--- config.mk ---
export PLATFORM = sky130hd
export DESIGN_NAME = utf8_name_validate_trim_flat
export DESIGN_NICKNAME = d
export VERILOG_FILES = /design/src/hw/rtl/u8v_pkg.sv /design/src/hw/rtl/u8v_in_if.sv /design/src/hw/rtl/u8v_res_if.sv /design/src/hw/rtl/u8v_step.sv /design/src/hw/rtl/utf8_name_validate_trim.sv /design/src/flat_wrapper.sv
export SDC_FILE = /design/constraint.sdc
export NUM_CORES = 1
export LEC_CHECK = 0
export BUFFER_PORTS_ARGS = -buffer_cell sky130_fd_sc_hd__buf_2
export CAP_MARGIN = 10
export CORE_MARGIN = 1
export CORE_UTILIZATION = 62
export CTS_CLUSTER_SIZE = 25
export DETAILED_ROUTE_END_ITERATION = 16
export GPL_TIMING_DRIVEN = 0
export HOLD_SLACK_MARGIN = 0.06
export PLACE_DENSITY_LB_ADDON = 0.05
export REMOVE_ABC_BUFFERS = 1
export SETUP_SLACK_MARGIN = 0.2
export SLEW_MARGIN = 20
export SYNTH_ARGS = -nofsm -noshare
export SYNTH_HDL_FRONTEND = slang
export SYNTH_HIERARCHICAL = 1
export SYNTH_SLANG_ARGS = --single-unit
--- constraint.sdc ---
create_clock -name clk -period 7.1 [get_ports clk]
set_input_delay 1.42 -clock clk [delete_from_list [all_inputs] [get_ports clk]]
set_output_delay 1.42 -clock clk [all_outputs]
set_load 0.02 [all_outputs]
--- src/hw/rtl/u8v_pkg.sv ---
// Package with the shared types, constants and helper functions of the UTF-8 name validator.
`timescale 1ns / 1ps

package u8v_pkg;

    localparam int MAX_INPUT_BYTES_DEF = 65536;
    localparam int OUT_POS_W           = 17;
    localparam int LIMIT_W             = 6;
    // Counts saturate at the limit plus one, so they can reach 64.
    localparam int CNT_W               = LIMIT_W + 1;
    localparam int CP_W                = 21;

    localparam logic [LIMIT_W-1:0] MAX_POINTS_RESET = 6'd32;

    // Number of continuation bytes that follow a lead byte.
    localparam logic [1:0] LEAD_ONE   = 2'd0;
    localparam logic [1:0] LEAD_TWO   = 2'd1;
    localparam logic [1:0] LEAD_THREE = 2'd2;
    localparam logic [1:0] LEAD_FOUR  = 2'd3;

    typedef struct packed {
        logic [1:0]      cont_left;
        logic [1:0]      lead_len;
        logic [CP_W-1:0] code_accum;
        logic            bad_seen;
        logic            content_seen;
        logic [CNT_W-1:0] span_points;
        logic [CNT_W-1:0] pending_space;
    } dec_state_t;

    function automatic logic is_space(input logic [CP_W-1:0] cp);
        return cp inside {21'h20, 21'ha0, 21'h1680, [21'h2000:21'h200a], 21'h2028,
                          21'h2029, 21'h202f, 21'h205f, 21'h3000, 21'hfeff};
    endfunction

    function automatic logic is_bad_point(input logic [CP_W-1:0] cp, input logic [1:0] len);
        logic overlong;
        overlong = (len == LEAD_TWO   && cp < 21'h80)  ||
                   (len == LEAD_THREE && cp < 21'h800) ||
                   (len == LEAD_FOUR  && cp < 21'h10000);
        return overlong || cp > 21'h10ffff || (cp inside {[21'hd800:21'hdfff]}) ||
               cp < 21'h20 || (cp inside {[21'h7f:21'h9f]});
    endfunction

endpackage

--- src/hw/rtl/u8v_in_if.sv ---
// Stream interface that carries one string byte a word.
`timescale 1ns / 1ps

interface u8v_in_if;
    logic       valid;
    logic       ready;
    logic [7:0] data_byte;
    logic       has_byte;
    logic       is_last;

    modport source (output valid, data_byte, has_byte, is_last, input ready);
    modport sink   (input valid, data_byte, has_byte, is_last, output ready);
endinterface

--- src/hw/rtl/u8v_res_if.sv ---
// Stream interface that carries one validation result a word.
`timescale 1ns / 1ps

interface u8v_res_if;
    logic                                 valid;
    logic                                 ready;
    logic                                 valid_res;
    logic [u8v_pkg::OUT_POS_W-1:0]        name_start;
    logic [u8v_pkg::OUT_POS_W-1:0]        name_bytes;
    logic [u8v_pkg::LIMIT_W-1:0]          name_points;

    modport source (output valid, valid_res, name_start, name_bytes, name_points, input ready);
    modport sink   (input valid, valid_res, name_start, name_bytes, name_points, output ready);
endinterface

--- src/hw/rtl/u8v_step.sv ---
// Next-state logic of the decoder and trimmer for one byte.
`timescale 1ns / 1ps

module u8v_step #(
    parameter int MAX_INPUT_BYTES = u8v_pkg::MAX_INPUT_BYTES_DEF,
    parameter int POS_W           = $clog2(MAX_INPUT_BYTES + 1)
) (
    input  u8v_pkg::dec_state_t             cur,
    input  logic [POS_W-1:0]                byte_pos,
    input  logic [POS_W-1:0]                point_start,
    input  logic [POS_W-1:0]                span_start,
    input  logic [POS_W-1:0]                span_end,
    input  logic [7:0]                      data_byte,
    input  logic                            has_byte,
    input  logic [u8v_pkg::LIMIT_W-1:0]     max_points,
    output u8v_pkg::dec_state_t             nxt,
    output logic [POS_W-1:0]                byte_pos_next,
    output logic [POS_W-1:0]                point_start_next,
    output logic [POS_W-1:0]                span_start_next,
    output logic [POS_W-1:0]                span_end_next
);

    logic [u8v_pkg::CNT_W-1:0] cap;
    logic [u8v_pkg::CNT_W:0]   pend_sum;
    logic [u8v_pkg::CNT_W:0]   span_sum;
    logic                      finish;

    assign cap      = {1'b0, max_points} + u8v_pkg::CNT_W'(1);
    assign pend_sum = {1'b0, cur.pending_space} + (u8v_pkg::CNT_W + 1)'(1);
    assign span_sum = {1'b0, cur.span_points} + {1'b0, cur.pending_space}
                      + (u8v_pkg::CNT_W + 1)'(1);

    always_comb
    begin
        nxt              = cur;
        byte_pos_next    = byte_pos;
        point_start_next = point_start;
        span_start_next  = span_start;
        span_end_next    = span_end;
        finish           = 1'b0;

        if (has_byte && !cur.bad_seen)
        begin
            if (byte_pos >= POS_W'(MAX_INPUT_BYTES))
            begin
                nxt.bad_seen = 1'b1;
            end
            else if (cur.cont_left == 2'd0)
            begin
                point_start_next = byte_pos;
                if (data_byte < 8'h80)
                begin
                    nxt.lead_len   = u8v_pkg::LEAD_ONE;
                    nxt.code_accum = {13'd0, data_byte};
                end
                else if (data_byte inside {[8'hc2:8'hdf]})
                begin
                    nxt.lead_len   = u8v_pkg::LEAD_TWO;
                    nxt.code_accum = {16'd0, data_byte[4:0]};
                end
                else if (data_byte inside {[8'he0:8'hef]})
                begin
                    nxt.lead_len   = u8v_pkg::LEAD_THREE;
                    nxt.code_accum = {17'd0, data_byte[3:0]};
                end
                else if (data_byte inside {[8'hf0:8'hf4]})
                begin
                    nxt.lead_len   = u8v_pkg::LEAD_FOUR;
                    nxt.code_accum = {18'd0, data_byte[2:0]};
                end
                else
                begin
                    nxt.bad_seen = 1'b1;
                end
                nxt.cont_left = nxt.lead_len;
            end
            else if (data_byte[7:6] != 2'b10)
            begin
                nxt.bad_seen = 1'b1;
            end
            else
            begin
                nxt.code_accum = {cur.code_accum[14:0], data_byte[5:0]};
                nxt.cont_left  = cur.cont_left - 2'd1;
            end

            if (!nxt.bad_seen)
            begin
                byte_pos_next = byte_pos + POS_W'(1);
                finish        = (nxt.cont_left == 2'd0);
            end
        end

        if (finish)
        begin
            if (u8v_pkg::is_bad_point(nxt.code_accum, nxt.lead_len))
            begin
                nxt.bad_seen = 1'b1;
            end
            else if (u8v_pkg::is_space(nxt.code_accum))
            begin
                // Leading whitespace is dropped; inner whitespace is held until content follows.
                if (cur.content_seen)
                begin
                    nxt.pending_space = (pend_sum > {1'b0, cap}) ? cap
                                        : pend_sum[u8v_pkg::CNT_W-1:0];
                end
            end
            else
            begin
                if (!cur.content_seen)
                begin
                    nxt.content_seen = 1'b1;
                    span_start_next  = point_start_next;
                    nxt.span_points  = u8v_pkg::CNT_W'(1);
                end
                else
                begin
                    nxt.span_points = (span_sum > {1'b0, cap}) ? cap
                                      : span_sum[u8v_pkg::CNT_W-1:0];
                end
                nxt.pending_space = '0;
                span_end_next     = byte_pos_next;
            end
        end
    end

endmodule

--- src/hw/rtl/utf8_name_validate_trim.sv ---
// Top level of the streaming UTF-8 name validator and whitespace trimmer.
//
// The string arrives on str, one byte a word; has_byte low marks a word without a
// byte and is_last marks the final word of the string. For the final word one result
// word leaves on res: validity, the byte offset and byte length of the span without
// leading and trailing Unicode whitespace, and its code point count (all zero when the
// string is invalid or the span is empty). Other words give no result.
// cfg_we writes cfg_wdata as the greatest number of code points allowed in the span;
// the user must write it only while the block is idle; the block does not enforce this.
// A word passes an input register and then the decode logic into the result
// register. One word is taken every cycle unless a final word waits on a full
// result register that the receiver has not freed; the decoder state is updated
// once per word. A stalled receiver holds the result register, and the block keeps taking
// words that give no result until a second result is ready to be written.
// Reset clears the string state, empties both registers and sets the limit to 32.
`timescale 1ns / 1ps

module utf8_name_validate_trim #(
    parameter int MAX_INPUT_BYTES = u8v_pkg::MAX_INPUT_BYTES_DEF
) (
    input  logic                            clk,
    input  logic                            rst_n,
    input  logic                            cfg_we,
    input  logic [u8v_pkg::LIMIT_W-1:0]     cfg_wdata,
    u8v_in_if.sink                          str,
    u8v_res_if.source                       res
);

    localparam int POS_W = $clog2(MAX_INPUT_BYTES + 1);

    logic [u8v_pkg::LIMIT_W-1:0] max_points_reg;

    logic       s1_valid_reg;
    logic [7:0] s1_byte_reg;
    logic       s1_has_reg;
    logic       s1_last_reg;
    logic       s1_fire;

    u8v_pkg::dec_state_t dec_reg;
    u8v_pkg::dec_state_t dec_next;
    u8v_pkg::dec_state_t step_state;
    logic [POS_W-1:0] byte_pos_reg,    byte_pos_next,    step_pos;
    logic [POS_W-1:0] point_start_reg, point_start_next, step_point;
    logic [POS_W-1:0] span_start_reg,  span_start_next,  step_start;
    logic [POS_W-1:0] span_end_reg,    span_end_next,    step_end;

    logic                          out_valid_reg;
    logic                          out_ok_reg;
    logic [u8v_pkg::OUT_POS_W-1:0] out_start_reg;
    logic [u8v_pkg::OUT_POS_W-1:0] out_bytes_reg;
    logic [u8v_pkg::LIMIT_W-1:0]   out_points_reg;

    logic                          ok;
    logic                          show;
    logic [POS_W-1:0]              span_len;

    // A word without a result always moves on; a final word needs the result register.
    assign s1_fire   = s1_valid_reg && (!s1_last_reg || !out_valid_reg || res.ready);
    assign str.ready = !s1_valid_reg || s1_fire;

    always_ff @(posedge clk or negedge rst_n)
    begin
        if (!rst_n)
        begin
            max_points_reg <= u8v_pkg::MAX_POINTS_RESET;
        end
        else if (cfg_we)
        begin
            max_points_reg <= cfg_wdata;
        end
    end

    always_ff @(posedge clk or negedge rst_n)
    begin
        if (!rst_n)
        begin
            s1_valid_reg <= 1'b0;
        end
        else if (str.ready)
        begin
            s1_valid_reg <= str.valid;
        end
    end

    always_ff @(posedge clk)
    begin
        if (str.ready && str.valid)
        begin
            s1_byte_reg <= str.data_byte;
            s1_has_reg  <= str.has_byte;
            s1_last_reg <= str.is_last;
        end
    end

    u8v_step #(
        .MAX_INPUT_BYTES (MAX_INPUT_BYTES),
        .POS_W           (POS_W)
    ) u_step (
        .cur              (dec_reg),
        .byte_pos         (byte_pos_reg),
        .point_start      (point_start_reg),
        .span_start       (span_start_reg),
        .span_end         (span_end_reg),
        .data_byte        (s1_byte_reg),
        .has_byte         (s1_has_reg),
        .max_points       (max_points_reg),
        .nxt              (step_state),
        .byte_pos_next    (step_pos),
        .point_start_next (step_point),
        .span_start_next  (step_start),
        .span_end_next    (step_end)
    );

    // The final word of a string returns all string state to its cleared value.
    always_comb
    begin
        dec_next         = dec_reg;
        byte_pos_next    = byte_pos_reg;
        point_start_next = point_start_reg;
        span_start_next  = span_start_reg;
        span_end_next    = span_end_reg;
        if (s1_fire)
        begin
            if (s1_last_reg)
            begin
                dec_next         = '0;
                byte_pos_next    = '0;
                point_start_next = '0;
                span_start_next  = '0;
                span_end_next    = '0;
            end
            else
            begin
                dec_next         = step_state;
                byte_pos_next    = step_pos;
                point_start_next = step_point;
                span_start_next  = step_start;
                span_end_next    = step_end;
            end
        end
    end

    always_ff @(posedge clk or negedge rst_n)
    begin
        if (!rst_n)
        begin
            dec_reg         <= '0;
            byte_pos_reg    <= '0;
            point_start_reg <= '0;
            span_start_reg  <= '0;
            span_end_reg    <= '0;
        end
        else
        begin
            dec_reg         <= dec_next;
            byte_pos_reg    <= byte_pos_next;
            point_start_reg <= point_start_next;
            span_start_reg  <= span_start_next;
            span_end_reg    <= span_end_next;
        end
    end

    assign ok = !step_state.bad_seen && step_state.cont_left == 2'd0 &&
                step_state.span_points <= {1'b0, max_points_reg};
    assign show     = ok && step_state.content_seen;
    assign span_len = step_end - step_start;

    always_ff @(posedge clk or negedge rst_n)
    begin
        if (!rst_n)
        begin
            out_valid_reg <= 1'b0;
        end
        else if (s1_fire && s1_last_reg)
        begin
            out_valid_reg <= 1'b1;
        end
        else if (res.ready)
        begin
            out_valid_reg <= 1'b0;
        end
    end

    always_ff @(posedge clk)
    begin
        if (s1_fire && s1_last_reg)
        begin
            out_ok_reg     <= ok;
            out_start_reg  <= show ? u8v_pkg::OUT_POS_W'(step_start) : '0;
            out_bytes_reg  <= show ? u8v_pkg::OUT_POS_W'(span_len) : '0;
            out_points_reg <= show ? step_state.span_points[u8v_pkg::LIMIT_W-1:0] : '0;
        end
    end

    assign res.valid       = out_valid_reg;
    assign res.valid_res   = out_ok_reg;
    assign res.name_start  = out_start_reg;
    assign res.name_bytes  = out_bytes_reg;
    assign res.name_points = out_points_reg;

    // A valid result never reports more code points than the limit allows.
    a_points_within_limit: assert property (@(posedge clk) disable iff (!rst_n)
        res.valid && res.valid_res |-> res.name_points <= max_points_reg)
        else $error("valid result exceeds the code point limit");

    // An invalid result carries an empty span.
    a_invalid_is_empty: assert property (@(posedge clk) disable iff (!rst_n)
        res.valid && !res.valid_res |->
            res.name_start == '0 && res.name_bytes == '0 && res.name_points == '0)
        else $error("invalid result carries a non-empty span");

    // A final word waiting behind a stalled result must not be lost.
    a_last_word_held: assert property (@(posedge clk) disable iff (!rst_n)
        s1_valid_reg && s1_last_reg && out_valid_reg && !res.ready |=>
            s1_valid_reg && s1_last_reg && out_valid_reg)
        else $error("final word dropped while the result register was full");

    // After the final word is taken the string state is cleared.
    a_state_cleared: assert property (@(posedge clk) disable iff (!rst_n)
        s1_fire && s1_last_reg |=> byte_pos_reg == '0 && dec_reg == '0)
        else $error("string state not cleared after the final word");

endmodule

--- src/flat_wrapper.sv ---
// flat-port wrapper written by rule: the top's interface ports become plain ports
module utf8_name_validate_trim_flat 
#(
    parameter int MAX_INPUT_BYTES = u8v_pkg::MAX_INPUT_BYTES_DEF
)
  (clk, rst_n, cfg_we, cfg_wdata, str_valid, str_data_byte, str_has_byte, str_is_last, str_ready, res_valid, res_valid_res, res_name_start, res_name_bytes, res_name_points, res_ready);
  u8v_in_if str_i ();
  u8v_res_if res_i ();
  input  logic clk;
  input  logic rst_n;
  input  logic cfg_we;
  input  logic [u8v_pkg::LIMIT_W-1:0] cfg_wdata;
  input wire logic [$bits(str_i.valid)-1:0] str_valid;
  input wire logic [$bits(str_i.data_byte)-1:0] str_data_byte;
  input wire logic [$bits(str_i.has_byte)-1:0] str_has_byte;
  input wire logic [$bits(str_i.is_last)-1:0] str_is_last;
  output wire logic [$bits(str_i.ready)-1:0] str_ready;
  output wire logic [$bits(res_i.valid)-1:0] res_valid;
  output wire logic [$bits(res_i.valid_res)-1:0] res_valid_res;
  output wire logic [$bits(res_i.name_start)-1:0] res_name_start;
  output wire logic [$bits(res_i.name_bytes)-1:0] res_name_bytes;
  output wire logic [$bits(res_i.name_points)-1:0] res_name_points;
  input wire logic [$bits(res_i.ready)-1:0] res_ready;
  assign str_i.valid = str_valid;
  assign str_i.data_byte = str_data_byte;
  assign str_i.has_byte = str_has_byte;
  assign str_i.is_last = str_is_last;
  assign str_ready = str_i.ready;
  assign res_valid = res_i.valid;
  assign res_valid_res = res_i.valid_res;
  assign res_name_start = res_i.name_start;
  assign res_name_bytes = res_i.name_bytes;
  assign res_name_points = res_i.name_points;
  assign res_i.ready = res_ready;
  utf8_name_validate_trim #(.MAX_INPUT_BYTES(MAX_INPUT_BYTES)) u_core (.clk(clk), .rst_n(rst_n), .cfg_we(cfg_we), .cfg_wdata(cfg_wdata), .str(str_i), .res(res_i));
endmodule
# --- Word-level counts from Yosys, hierarchy flattened ---
# Index checks and enable logic that the tools add are counted.
classes:
  addsub: 7
  magnitude_cmp: 22
  n_eq_ne: 15
  n_mux: 49
  reduce_logical: 37
op_table:
  columns: ["op", "n"]
  rows:
  - ["two-way mux 17 bit", 16]
  - ["equality test 21 x 14 -> 1 bit (second input constant)", 5]
  - ["two-way mux 23 bit", 4]
  - ["two-way mux 25 bit", 2]
  - ["two-way mux 41 bit", 1]
  - ["two-way mux 7 bit", 5]
  - ["two-way mux 26 bit", 1]
  - ["greater-or-equal comparator 8 bit (second input constant)", 3]
  - ["less-or-equal comparator 8 bit (second input constant)", 3]
  - ["two-way mux 22 bit", 1]
  - ["equality test 21 x 13 -> 1 bit (second input constant)", 1]
  - ["equality test 21 x 16 -> 1 bit (second input constant)", 1]
  - ["equality test 21 x 6 -> 1 bit (second input constant)", 1]
  - ["equality test 21 x 8 -> 1 bit (second input constant)", 1]
  - ["greater-or-equal comparator 21 x 14 -> 1 bit (second input constant)", 1]
  - ["greater-or-equal comparator 21 x 16 -> 1 bit (second input constant)", 1]
  - ["greater-or-equal comparator 21 x 7 -> 1 bit (second input constant)", 1]
  - ["> comparator 21 bit (second input constant)", 1]
  - ["less-or-equal comparator 21 x 14 -> 1 bit (second input constant)", 1]
  - ["less-or-equal comparator 21 x 16 -> 1 bit (second input constant)", 1]
  - ["less-or-equal comparator 21 x 8 -> 1 bit (second input constant)", 1]
  - ["less-than comparator 21 x 12 -> 1 bit (second input constant)", 1]
  - ["less-than comparator 21 x 17 -> 1 bit (second input constant)", 1]
  - ["less-than comparator 21 x 6 -> 1 bit (second input constant)", 1]
  - ["30 further kinds", 75]
totals:
  ff_bits: 168
  input_bits: 21
  elab_cells: 151

# --- Depth between registers and ports, before layout ---
logic_depth:
  depth_word: 24
  mapped_depth: 26
  mapped_depth_nobuf: 24

# --- Hierarchy ---
# The synthesis kept the hierarchy.
by_module_without_submodules:
  columns: ["mod", "n_inst", "cells_per_inst", "area_per_inst_um2"]
  rows:
  - ["utf8_name_validate_trim", 1, 516, 6847.8]
  - ["u8v_step", 1, 548, 3672.3]

# --- Least setup slack after synthesis ---
# No wires, ideal clock.
synth_path:
  path_type: "flip-flop to flip-flop"
  start: "register u_core/dec_reg[39] in the netlist's numbering"
  end: "register u_core.out_bytes_reg (netlist bit u_core/res.name_bytes[12]) (data pin)"
  arrival_time_ps: 4701
  required_ps: 6843
  setup_slack_ps: 2142
  path_stages_with_launch: 22
  synth_period_minus_slack_ps: 4958
  cell_sequence: "dfrtp_1 inv_1 ha_1 buf_2 nand2_2 or3_1 and3_1 o2111ai_1 o21ai_0 and3_1 or3_1 buf_6 nor3_4 mux2_2 ha_1 fa_1 nand2b_1 a21oi_1 o21ai_1 o21ai_0 xnor2_1 nor2_1"
synth_lines:
  columns: ["element", "line", "rtl"]
  rows:
  - ["start: declaration", "utf8_name_validate_trim.sv:39", "u8v_pkg::dec_state_t dec_reg;"]
  - ["start signal: assignment", "utf8_name_validate_trim.sv:155", "dec_reg <= dec_next;"]
  - ["logical NOT 2 bit", "u8v_step.sv:48", "else if (cur.cont_left == 2'd0)"]
  - ["two-way mux 22 bit / two-way mux 2 bit (equally long branches)", "u8v_step.sv:48", null]
  - ["two-way mux 25 bit", "u8v_step.sv:44", "if (byte_pos >= POS_W'(MAX_INPUT_BYTES))"]
  - ["two-way mux 25 bit", "u8v_step.sv:42", "if (has_byte && !cur.bad_seen)"]
  - ["two-way mux 26 bit", "u8v_step.sv:42", null]
  - ["less-than comparator 21 x 8 -> 1 bit, or another cell as far along", "u8v_pkg.sv:38", "overlong = (len == LEAD_TWO && cp < 21'h80) ||"]
  - ["logical AND 1 bit (on tied branches)", "u8v_pkg.sv:38, u8v_pkg.sv:39", null]
  - ["logical OR 1 bit", "u8v_pkg.sv:38", null]
  - ["logical OR 1 bit", "u8v_pkg.sv:39", "(len == LEAD_THREE && cp < 21'h800) ||"]
  - ["logical OR 1 bit (3 in a row)", "u8v_pkg.sv:41", "return overlong || cp > 21'h10ffff || (cp inside {[21'hd800:21'hdfff]}) ||"]
  - ["logical OR 1 bit", "u8v_pkg.sv:42", "cp < 21'h20 || (cp inside {[21'h7f:21'h9f]});"]
  - ["two-way mux 17 bit", "u8v_step.sv:96", "if (u8v_pkg::is_bad_point(nxt.code_accum, nxt.lead_len))"]
  - ["two-way mux 17 bit *", "u8v_step.sv:94", "if (finish)"]
  - ["via u_core.step_start[0]", "utf8_name_validate_trim.sv:44", "logic [POS_W-1:0] span_start_reg, span_start_next, step_start;"]
  - ["subtractor 17 bit *", "utf8_name_validate_trim.sv:166", "assign span_len = step_end - step_start;"]
  - ["end signal: assignment", "utf8_name_validate_trim.sv:190", "out_bytes_reg <= show ? u8v_pkg::OUT_POS_W'(span_len) : '0;"]
  - ["end: declaration", "utf8_name_validate_trim.sv:50", "logic [u8v_pkg::OUT_POS_W-1:0] out_bytes_reg;"]
# The timed path passes the listed nets; every way through them passes the cells marked *. The select of a mux whose other input is x is not followed.
# A chain may end at the register's enable or synchronous reset.

# --- Worst setup path in the final report ---
# Same ends and word-level chain as after synthesis.

==> impl_metrics.prom <==
# TYPE chip_impl_metric gauge
chip_impl_info{name="status",value="finished clean"} 1
chip_impl_metric{name="detailroute.via_count",unit=""} 8482
chip_impl_metric{name="layout_worst_path_cycle_share",unit="%"} 92.0
chip_impl_metric{name="drc",unit=""} 0
chip_impl_metric{name="clock_sink_count",unit=""} 168
chip_impl_metric{name="initial_core_util",unit="%"} 63.4
chip_impl_info{name="path_cells",value="inv_1 > ha_2 > and4bb_4 > a21oi_1 > o211ai_1 > o21ai_0 > o2bb2ai_1 > a21oi_1 > o211ai_2 > or3_1 > nor3_4 > mux2_2 > ha_1 > fa_1 > nand2b_1 > a21oi_1 > o21ai_1 > o21ai_0 > xnor2_1 > nor2_1"} 1
chip_impl_info{name="holdCritPathClass",value="flop to flop"} 1
chip_impl_metric{name="synthesis.area",unit="mm²"} 0.0105
chip_impl_metric{name="fin_worst_hold_slack",unit="ns"} 0.501
chip_impl_info{name="crit_family",value="compound AO/OA/AOI/OAI gates"} 1
chip_impl_metric{name="p_per_area",unit="mW/mm²"} 218
chip_impl_metric{name="synthesis.yosys.warnings",unit=""} 6
chip_impl_metric{name="finalWeightedCongestion",unit=""} 0.902
chip_impl_metric{name="tightestPinTransition",unit="ns"} 0.913
chip_impl_metric{name="antenna-diode-count",unit=""} 0
chip_impl_info{name="synth_largest_area_cell",value="sky130_fd_sc_hd__dfrtp_1"} 1
chip_impl_metric{name="crit_path_max_fanout",unit=""} 23
chip_impl_metric{name="numCtsBuffers",unit=""} 17
chip_impl_metric{name="route.detailed.vias_per_inst",unit=""} 6.34
chip_impl_metric{name="ys_seq_area_share",unit="%"} 42.4
chip_impl_metric{name="floorplan.core_area",unit="mm²"} 0.0166
chip_impl_metric{name="worst_ep_arrival_time",unit="ns"} 6.69
chip_impl_info{name="crit_path_end_kind",value="flop"} 1
chip_impl_metric{name="power.share.switching",unit="%"} 31.8
chip_impl_metric{name="htreeDepth",unit=""} 4
chip_impl_metric{name="largest_register_ff_count",unit=""} 41
chip_impl_metric{name="pin_count_of_the_biggest_net_entering_global_routing",unit=""} 75
chip_impl_metric{name="io_buffer_count",unit=""} 63
chip_impl_metric{name="max-cap-violations",unit=""} 0
chip_impl_metric{name="die_height",unit="µm"} 132
chip_impl_metric{name="ys_seq_elements",unit=""} 168
chip_impl_metric{name="routed_wirelength",unit="µm"} 25500
chip_impl_metric{name="dr.first_iter.drc_count",unit=""} 718
chip_impl_metric{name="synth_cell_types",unit=""} 88
chip_impl_metric{name="cells_after_synth",unit=""} 1064
chip_impl_metric{name="syn_avg_cell_area",unit="µm²"} 9.89
chip_impl_metric{name="number_of_flops_mapped_to_enable_cells_by_yosys",unit=""} 51
chip_impl_metric{name="worst_skew_pair_latency",unit="ns"} 0.43
chip_impl_metric{name="detailed_place_hpwl",unit="µm"} 17200
chip_impl_metric{name="ant_nets",unit=""} 0
chip_impl_metric{name="p_switching",unit="mW"} 0.807
chip_impl_metric{name="cp_slowest_stage_delay",unit="ns"} 0.72
chip_impl_metric{name="wl_per_cell",unit="µm"} 19.0
chip_impl_info{name="critical_path.startpoint_type",value="flop"} 1
chip_impl_metric{name="slew_viol_final",unit=""} 0
chip_impl_metric{name="peakVddDrop",unit="mV"} 0.202
chip_impl_metric{name="via_count_of_the_first_global_routing_pass",unit=""} 8112
chip_impl_metric{name="postLayoutCoreUtil",unit="%"} 70.2
chip_impl_info{name="layout.cells.most_common",value="sky130_fd_sc_hd__nand2_1"} 1
chip_impl_info{name="setup.worst_path.class",value="flop to flop"} 1
chip_impl_metric{name="finalNetCount",unit=""} 1175
chip_impl_metric{name="holdBufCountCts",unit=""} 0
chip_impl_metric{name="timing.fmax",unit="GHz"} 0.153
chip_impl_metric{name="post-layout-total-power",unit="mW"} 2.54
chip_impl_metric{name="clock_power_share",unit="%"} 35.6
chip_impl_metric{name="detailedRoute.firstPassIterationCount",unit=""} 5
chip_impl_info{name="cpMaxStageDelayCell",value="sky130_fd_sc_hd__or3_1"} 1
chip_impl_metric{name="grt-ovfl-total",unit=""} 0
chip_impl_metric{name="num_io_pins",unit=""} 64
chip_impl_metric{name="netlist.area_leader.share",unit="%"} 27.6
chip_impl_metric{name="internal_power",unit="mW"} 1.73
chip_impl_metric{name="setup_viol",unit=""} 0
chip_impl_metric{name="grt_antenna_before_repair",unit=""} 0
chip_impl_metric{name="filler_cell_count",unit=""} 1251
chip_impl_info{name="tritoncts",value="done"} 1
chip_impl_info{name="setup_repair_after_global_routing_missed_its_margin",value="false"} 1
chip_impl_metric{name="floorplan.rows",unit=""} 47
chip_impl_metric{name="leakage_power_total",unit="nW"} 5.21
chip_impl_metric{name="required",unit="ns"} 7.26
chip_impl_metric{name="areaGrowthSynthToFinish",unit="%"} 10.7
chip_impl_info{name="yosys_most_used_dff",value="sky130_fd_sc_hd__dfrtp_1"} 1
chip_impl_metric{name="share_of_cells_above_drive_strength_1",unit="%"} 15.8
chip_impl_metric{name="timing.final.crit_period",unit="ns"} 6.53
chip_impl_metric{name="cts.path.max_buffers",unit=""} 2
chip_impl_metric{name="slew_headroom",unit="%"} 38.8
chip_impl_metric{name="power.combinational.fraction",unit="%"} 21.7
chip_impl_info{name="most-common-layout-cells",value="118 x sky130_fd_sc_hd__nand2_1, 116 x sky130_fd_sc_hd__dfrtp_1, 110 x sky130_fd_sc_hd__a22o_1, 62 x sky130_fd_sc_hd__buf_2, 60 x sky130_fd_sc_hd__nor2_1"} 1
chip_impl_metric{name="critical_path.n_buffers_inverters",unit=""} 1
chip_impl_metric{name="chipWidth",unit="µm"} 132
chip_impl_info{name="cts_root_buffer",value="sky130_fd_sc_hd__clkbuf_16"} 1
chip_impl_metric{name="synth_async_sr_flop_share",unit="%"} 69.6
chip_impl_metric{name="die_area",unit="mm²"} 0.0175
chip_impl_metric{name="setup_tns",unit="ns"} 0
chip_impl_metric{name="timing_hold_violations_final",unit=""} 0
chip_impl_info{name="synth.top_cells.by_area",value="sky130_fd_sc_hd__dfrtp_1 28%, sky130_fd_sc_hd__edfxtp_1 15%, sky130_fd_sc_hd__a22o_1 9.2%"} 1
chip_impl_metric{name="clk_transition_reported_paths",unit="ns"} 0.07
chip_impl_metric{name="fin_worst_skew",unit="ns"} 0.0134
chip_impl_metric{name="sequentialPowerShare",unit="%"} 42.7
chip_impl_metric{name="grt_pass1_wl",unit="µm"} 41200
chip_impl_info{name="timing.critical_path.mode_cell",value="sky130_fd_sc_hd__a21oi_1"} 1
chip_impl_metric{name="track_usage",unit="%"} 29.6
metal layers:
metal,vias to the layer above,track usage [%],part of all wire [%]
li1,4026,-,-
met1,4195,40.2,47
met2,222,48.3,48
met3,39,4.65,4.1
met4,0,10.3,1.8
met5,-,0,0
worst register-to-register path, cell delays in order, from the launching register on:
cell and delay (ns):
sky130_fd_sc_hd__dfrtp_1 0.39, sky130_fd_sc_hd__inv_1 0.11, sky130_fd_sc_hd__ha_2 0.47, sky130_fd_sc_hd__and4bb_4 0.54, sky130_fd_sc_hd__a21oi_1 0.13, sky130_fd_sc_hd__o211ai_1 0.23
sky130_fd_sc_hd__o21ai_0 0.33, sky130_fd_sc_hd__o2bb2ai_1 0.23, sky130_fd_sc_hd__a21oi_1 0.28, sky130_fd_sc_hd__o211ai_2 0.19, sky130_fd_sc_hd__or3_1 0.72, sky130_fd_sc_hd__nor3_4 0.40
sky130_fd_sc_hd__mux2_2 0.43, sky130_fd_sc_hd__ha_1 0.27, sky130_fd_sc_hd__fa_1 0.40, sky130_fd_sc_hd__nand2b_1 0.19, sky130_fd_sc_hd__a21oi_1 0.32, sky130_fd_sc_hd__o21ai_1 0.21
sky130_fd_sc_hd__o21ai_0 0.25, sky130_fd_sc_hd__xnor2_1 0.15, sky130_fd_sc_hd__nor2_1 0.05
final cells by class:
type	instances	area (µm²)	area share, %
multi-input combinational	787	5620	48.3
sequential	168	4460	38.3
timing repair buffer	72	502	4.31
clock buffer	22	464	3.98
tap	220	275	2.36
inverter	58	218	1.87
clock inverter	10	108	0.924
repair_timing:
action / 4_1_cts / 5_1_grt
buffers inserted: 3 / 0
setup endpoints to repair: 11 / 40
resized for setup: 0 / 3
pin swaps: 2 / 1
gates cloned: 0 / 1
cells in the mapped netlist, drive strengths merged (11+ instances only):
cell,number
a21o,15
a21oi,47
a22o,110
and2,19
and3,11
buf,24
clkbuf,28
dfrtp,116
edfxtp,51
ha,48
inv,58
mux2,37
nand2,120
nand2b,11
nand3,35
nor2,61
nor3,24
o21a,12
o21ai,56
xnor2,27
xor2,14
logic make-up (layout without fill, tap and decap cells):
logic type | Yosys count | in the layout | share of synthesized area (%)
AND/OR/NAND/NOR | 339 | 340 | 16.3
AO/OA/AOI/OAI | 312 | 312 | 22.2
flip-flops | 168 | 168 | 42.4
buffers and inverters | 110 | 162 | 4.54
adder cells (fa/ha/maj) | 50 | 50 | 6.09
multiplexers | 44 | 44 | 4.98
XOR/XNOR | 41 | 41 | 3.41
metrics by stage:
stage | setup slack [ns] | instance area [µm²] | instances
3_5_place_dp | -0.300 | 11000 | 1301
4_1_cts | 0.204 | 11600 | 1336
2_1_floorplan | 1.24 | 10300 | 1012
5_1_grt | 0.315 | 11600 | 1337
6_report | 0.566 | 11600 | 1337
3_3_place_gp | -0.644 | 10900 | 1295
final timing paths:
| path | from | to | slack, ns | depth (start not counted) |
|---|---|---|---|---|
| setup reg to reg | u_core/dec_reg[39] | u_core/res.name_bytes[12] | 0.57 | 20 |
| hold / removal | u_core/span_end_reg[3] | u_core/span_end_reg[3] | 0.50 | 1 |
| max in group asynchronous | rst_n | u_core/max_points_reg[5] | 5.44 | 2 |
| setup / recovery | u_core/dec_reg[39] | u_core/res.name_bytes[12] | 0.57 | 20 |
| min in group asynchronous | rst_n | u_core/dec_reg[33] | 0.91 | 1 |
| hold reg to reg | u_core/span_end_reg[3] | u_core/span_end_reg[3] | 0.50 | 1 |
power by group through the flow:
stage	Clock, mW	Sequential (mW)	Combinational [mW]
after detailed placement	0	1.10	0.525
final	0.904	1.08	0.551
after floorplan	0	1.10	0.348
after global placement	0	1.10	0.503
after CTS	0.919	1.08	0.534
after global routing	0.960	1.09	0.594
Note: power is estimated with default switching activity, not from simulation.
